`config.mk`:
```
export PLATFORM = sky130hd
export DESIGN_NAME = bsf_iou
export DESIGN_NICKNAME = d
export VERILOG_FILES = /design/src/rtl/core/bsf_pkg.sv /design/src/rtl/core/bsf_iou.sv
export SDC_FILE = /design/constraint.sdc
export NUM_CORES = 2
export LEC_CHECK = 0
export ABC_AREA = 1
export BUFFER_PORTS_ARGS = -buffer_cell sky130_fd_sc_hd__buf_2
export CAP_MARGIN = 20
export CORE_AREA = 4 4 301 303
export CTS_CLUSTER_SIZE = 16
export DETAILED_ROUTE_END_ITERATION = 10
export DIE_AREA = 0 0 305 307
export PLACE_DENSITY = 0.52
export SYNTH_ARGS = -nofsm -noshare
export SYNTH_HDL_FRONTEND = slang
export SYNTH_SLANG_ARGS = --single-unit
```
`constraint.sdc`:
```
create_clock -name clock -period 26.1 [get_ports clock]
set_input_delay 1.305 -clock clock [delete_from_list [all_inputs] [get_ports clock]]
set_output_delay 1.305 -clock clock [all_outputs]
set_load 0.05 [all_outputs]
```
`src/rtl/core/bsf_pkg.sv`:
```
package bsf_pkg;

   // Frame capacity default and register reset values
   localparam int MAX_BOXES_DEF = 64;
   localparam logic [15:0] SCORE_LIMIT_RST = 16'd45875;
   localparam logic [15:0] OVERLAP_LIMIT_RST = 16'd19661;

   // Register indexes on the csr port
   localparam int CSR_IDX_W = 1;
   localparam logic [CSR_IDX_W-1:0] CSR_SCORE_LIMIT = 1'b0;
   localparam logic [CSR_IDX_W-1:0] CSR_OVERLAP_LIMIT = 1'b1;

   typedef struct packed {
      logic [15:0] left_edge;
      logic [15:0] top_edge;
      logic [15:0] right_edge;
      logic [15:0] bottom_edge;
      logic [15:0] box_score;
      logic        final_box;
   } req_type;

   typedef struct packed {
      logic [15:0] out_left;
      logic [15:0] out_top;
      logic [15:0] out_right;
      logic [15:0] out_bottom;
      logic [15:0] out_score;
      logic        box_valid;
      logic        overflowed;
      logic        last_result;
   } rsp_type;

   // One stored candidate
   typedef struct packed {
      logic [15:0] left;
      logic [15:0] top;
      logic [15:0] right;
      logic [15:0] bottom;
      logic [15:0] score;
   } box_type;

   // Status back from the overlap unit
   typedef struct packed {
      logic done;
      logic hit;
   } iou_res_type;

   typedef enum logic [3:0] {
      ST_LOAD,
      ST_RK_RDI,
      ST_RK_GETI,
      ST_RK_RDJ,
      ST_RK_CMP,
      ST_RK_WR,
      ST_SP_RDA,
      ST_SP_GETA,
      ST_SP_RDB,
      ST_SP_GETB,
      ST_SP_WAIT,
      ST_SP_EMIT,
      ST_EMPTY,
      ST_DONE
   } state_type;

   // Span of an edge pair, zero when reversed
   function automatic logic [15:0] span16(input logic [15:0] lo, input logic [15:0] hi);
      span16 = (hi > lo) ? hi - lo : 16'd0;
   endfunction

endpackage

```
`src/rtl/core/bsf_iou.sv`:
```
module bsf_iou
   import bsf_pkg::*;
(
   input  logic        clock,
   input  logic        reset,
   input  logic        start,
   input  box_type     box_a,
   input  box_type     box_b,
   input  logic [15:0] limit,
   output iou_res_type res
);

   // Step codes of the shared multiplier sequence
   localparam logic [2:0] STP_INTER = 3'd0;
   localparam logic [2:0] STP_AREA_A = 3'd1;
   localparam logic [2:0] STP_AREA_B = 3'd2;
   localparam logic [2:0] STP_UNION = 3'd3;
   localparam logic [2:0] STP_LO = 3'd4;
   localparam logic [2:0] STP_HI = 3'd5;
   localparam logic [2:0] STP_CMP = 3'd6;

   logic        busy_ff, busy_in;
   logic [2:0]  step_ff, step_in;
   box_type     b_ff;
   logic [31:0] inter_ff, area_a_ff, area_b_ff;
   logic [32:0] uni_ff, part_lo_ff, part_hi_ff;
   logic [16:0] op_x;
   logic [15:0] op_y;
   logic [32:0] prod;
   logic [15:0] ix_lo, ix_hi, iy_lo, iy_hi;
   logic [48:0] lhs, rhs;

   // Intersection corners
   assign ix_lo = (box_a.left > b_ff.left) ? box_a.left : b_ff.left;
   assign iy_lo = (box_a.top > b_ff.top) ? box_a.top : b_ff.top;
   assign ix_hi = (box_a.right < b_ff.right) ? box_a.right : b_ff.right;
   assign iy_hi = (box_a.bottom < b_ff.bottom) ? box_a.bottom : b_ff.bottom;

   // Operand select for the one multiplier
   always_comb begin
      op_x = '0;
      op_y = '0;
      case (step_ff)
         STP_INTER: begin
            op_x = {1'b0, span16(ix_lo, ix_hi)};
            op_y = span16(iy_lo, iy_hi);
         end
         STP_AREA_A: begin
            op_x = {1'b0, span16(box_a.left, box_a.right)};
            op_y = span16(box_a.top, box_a.bottom);
         end
         STP_AREA_B: begin
            op_x = {1'b0, span16(b_ff.left, b_ff.right)};
            op_y = span16(b_ff.top, b_ff.bottom);
         end
         STP_LO: begin
            op_x = {1'b0, uni_ff[15:0]};
            op_y = limit;
         end
         STP_HI: begin
            op_x = uni_ff[32:16];
            op_y = limit;
         end
         default: begin
            op_x = '0;
            op_y = '0;
         end
      endcase
   end

   assign prod = op_x * op_y;

   // inter * 65536 against limit * union
   assign lhs = {1'b0, inter_ff, 16'd0};
   assign rhs = {part_hi_ff[32:0], 16'd0} + {16'd0, part_lo_ff};

   always_comb begin
      busy_in = busy_ff;
      step_in = step_ff;
      if (start) begin
         busy_in = 1'b1;
         step_in = STP_INTER;
      end else if (busy_ff) begin
         if (step_ff == STP_CMP) begin
            busy_in = 1'b0;
         end else begin
            step_in = step_ff + 3'd1;
         end
      end
   end

   assign res.done = busy_ff && (step_ff == STP_CMP);
   assign res.hit = (uni_ff != '0) && (lhs > rhs);

   always_ff @(posedge clock) begin
      if (reset) begin
         busy_ff <= 1'b0;
         step_ff <= STP_INTER;
      end else begin
         busy_ff <= busy_in;
         step_ff <= step_in;
      end
   end

   // Product and partial result registers
   always_ff @(posedge clock) begin
      if (start) begin
         b_ff <= box_b;
      end
      if (busy_ff) begin
         case (step_ff)
            STP_INTER:  inter_ff <= prod[31:0];
            STP_AREA_A: area_a_ff <= prod[31:0];
            STP_AREA_B: area_b_ff <= prod[31:0];
            STP_UNION:  uni_ff <= {1'b0, area_a_ff} + {1'b0, area_b_ff} - {1'b0, inter_ff};
            STP_LO:     part_lo_ff <= prod;
            STP_HI:     part_hi_ff <= prod;
            default:    ;
         endcase
      end
   end

endmodule

```
==> results.tsv <==
stage	metric	value	unit
cts	clock_sink_count	263	
worst_setup_path	end_kind	flop	
synthesis	yosys-top-cells-count	nand2_1, inv_1, ha_1, nor2_1, edfxtp_1	
timing	worstMarginPinSlew	1.07	ns
cells_and_area	synthToLayoutAreaGrowth	10.3	%
synthesis	synth_seq_cells	263	
detailed_routing	routed_wirelength	91000	um
worst_setup_path	path_class	in -> reg	
floorplanning	num_io_pins	181	
synthesis	synth_most_common_cell	nand2_1	
synthesis	syn_area	30500	um2
timing	hold_violations	0	
timing	finalMaxSlewViolations	0	
global_routing	grt_pass1_vias	25300	
floorplanning	dieArea	93600	um2
cells_and_area	finish.utilization	0.383	
synthesis	synth_cell_type_count	65	
synthesis	synth_nets	4442	
detailed_routing	drt_first_pass_iters	5	
cts	numCtsBuffers	30	
power_and_ir_drop	peakVddDrop	0.0803	mV
floorplanning	fp.coreArea	88000	um2
synthesis	syn_inst	3666	
hold_path	whs_path_depth	1	
synthesis	synth.area.top_cells	edfxtp_1, fa_1, ha_1	
worst_setup_path	rrSetupSlack	14.62	ns
worst_setup_path	reg2reg_to	area_a_ff[26]	
timing	clock.fmax	84.5	MHz
cts	hold_buffers	0	
timing	period_minus_slack	11.83	ns
worst_setup_path	cp_slowest_stage_delay	0.79	ns
synthesis	synth_edf_count	259	
synthesis	synth-seq-area-share	0.258	
floorplanning	die_y	307	um
placed_design	dp_cells	4954	
synthesis	yosys_warnings	0	
cts	htree_levels	1	
cts	cts-root-buf	clkbuf_16	
synthesis	async_flop_share	0	
timing	setup_viol	0	
worst_setup_path	cpMostUsedCell	nand2_1	
worst_setup_path	start_kind	primary input	
placed_design	place.gp.congestion	0.895	
global_routing	grt_first_pass_wirelength	143000	um
timing	slew_headroom	0.283	
timing	fin_skew	0.0215	ns
floorplanning	die_w	305	um
global_routing	grt_start_max_net_pins	67	
worst_setup_path	worst_ep_required_time	26.36	ns
worst_setup_path	crit_slowest_cell	xor2_1	
status	status	completed	
detailed_routing	wire_per_inst	18.2	um
synthesis	synth_flop_cell	edfxtp_1	
placed_design	io_buffers	148	
hold_path	hold_end	step_ff[1]	
cts	tritoncts	built	
placed_design	place_hpwl	76100	um
cells_and_area	fin_nets	4599	
detailed_routing	dr.first_iter.drc_count	1550	
worst_setup_path	crit_fanout	17	
detailed_routing	ant_nets	0	
floorplanning	start_util	0.347	
hold_path	hp-class	reg -> reg	
timing	setup_tns	0	ns
global_routing	antenna_found_initial	0	
global_routing	grt.total_usage	0.194	
cells_and_area	drive_above_1_share	0.0902	
global_routing	grt_remaining_overflow	0	
power_and_ir_drop	p_per_area	94.8	nW/um2
detailed_routing	vias	24800	
power_and_ir_drop	p_leak	16.7	nW
worst_setup_path	reg2reg_from	b_ff[17]	
detailed_routing	drc	0	
timing	hold_ws	0.514	ns
cts	path_clk_slew	0.06	ns
floorplanning	num_rows	109	
timing	finalCritPeriodShare	0.453	
detailed_routing	avgViaCountPerCell	4.94	
hold_path	min_from	busy_ff	
cts	clock_latency	0.61	ns
synthesis	synth_top_cell_by_area	edfxtp_1	
cts	postCtsSetupBuffers	0	
worst_setup_path	rr_worst_depth	48	
cts	cts_resized	0	
flow_run	drv_cap	0	
timing	rsz0062_at_grt	no	
cells_and_area	instances_no_fill	5013	
synthesis	synth_area_per_cell	8.32	um2
cts	clockBufferDepth	3	
synthesis	yosysTopAreaCellShare	0.255	
worst_setup_path	worst_ep_arrival_time	12.09	ns
## area by class of cell
type	count	area, um2
timing repair buffer	170	931
clock buffer	32	758
clock inverter	24	272
fill	9144	54300
multi-input combinational	2647	19700
inverter	711	2670
sequential	263	7860
antenna	1	2.50
tap	1165	1460
## sequential cells by signal, indices dropped and copies added (netlist names)
register / count
b_ff: 64
busy_ff: 1
inter_ff: 32
part_lo_ff: 33
area_a_ff: 32
uni_ff: 33
step_ff: 3
part_hi_ff: 33
area_b_ff: 32
## per-layer routing
| layer | GRT usage | part of all wire | up-vias |
|---|---|---|---|
| met5 | 0 | 0 | - |
| met4 | 0.0425 | 0.021 | 0 |
| li1 | - | - | 12200 |
| met2 | 0.335 | 0.48 | 519 |
| met1 | 0.266 | 0.46 | 11900 |
| met3 | 0.0163 | 0.042 | 104 |
## per-stage QoR
| stage | instance area, um2 | total power [mW] | setup WS [ns] |
|---|---|---|---|
| after global placement | 32600 | 2.75 | 13.50 |
| after CTS | 33600 | 3.22 | 14.23 |
| after floorplan | 30500 | 2.06 | 16.54 |
| final | 33700 | 3.19 | 14.27 |
| after global routing | 33600 | 3.48 | 13.50 |
| after detailed placement | 32600 | 2.76 | 13.63 |
## cells in the final DEF, fill, tap and decap left out, types with 15 or more instances in the layout
| cell | n |
|---|---|
| nand2_1 | 751 |
| inv_1 | 693 |
| ha_1 | 350 |
| nor2_1 | 320 |
| edfxtp_1 | 259 |
| fa_1 | 247 |
| a21oi_1 | 214 |
| buf_2 | 148 |
| nand3_1 | 141 |
| o21ai_0 | 134 |
| xor2_1 | 96 |
| nand4_1 | 41 |
| xnor2_1 | 40 |
| nor3_1 | 38 |
| a21o_1 | 31 |
| clkbuf_16 | 30 |
| nand2_2 | 20 |
| buf_4 | 20 |
| nand3b_1 | 19 |
| a31oi_1 | 18 |
| inv_2 | 15 |
| nor4_1 | 15 |
| a32o_1 | 15 |
## report_power, final
part | internal [mW] | leakage (nW) | switching, mW | total [mW]
Clock | 0.253 | 0.495 | 0.187 | 0.439
Combinational | 0.632 | 13.7 | 1.41 | 2.05
Sequential | 0.672 | 2.45 | 0.0308 | 0.703
## worst max path at each step
stage,startpoint,to,slack [ns]
2_1_floorplan,box_a[17],area_a_ff[24],16.54
3_3_place_gp,box_a[17],area_a_ff[29],13.50
3_5_place_dp,box_a[17],area_a_ff[26],13.63
4_1_cts,box_a[17],inter_ff[26],14.23
5_1_grt,box_a[17],inter_ff[26],13.50
6_report,box_a[17],area_a_ff[26],14.27
## logic make-up after synthesis
| logic type | after synthesis | synth area share |
|---|---|---|
| compound gates | 502 | 0.0987 |
| fa+ha+maj | 597 | 0.306 |
| flops | 263 | 0.258 |
| buf+inv | 756 | 0.0977 |
| simple gates | 1412 | 0.201 |
| xor+xnor | 136 | 0.0390 |
## worst max-delay path: cells and delay by family
family                   cells  cell delay, ns
AND/OR/NAND/NOR             17            2.57
AO/OA/AOI/OAI                9            1.57
buffers and inverters       11            1.32
XOR/XNOR                     1            0.79
adder cells (fa/ha/maj)     10            4.50
No activity file was read; power rests on OpenSTA's default activity.
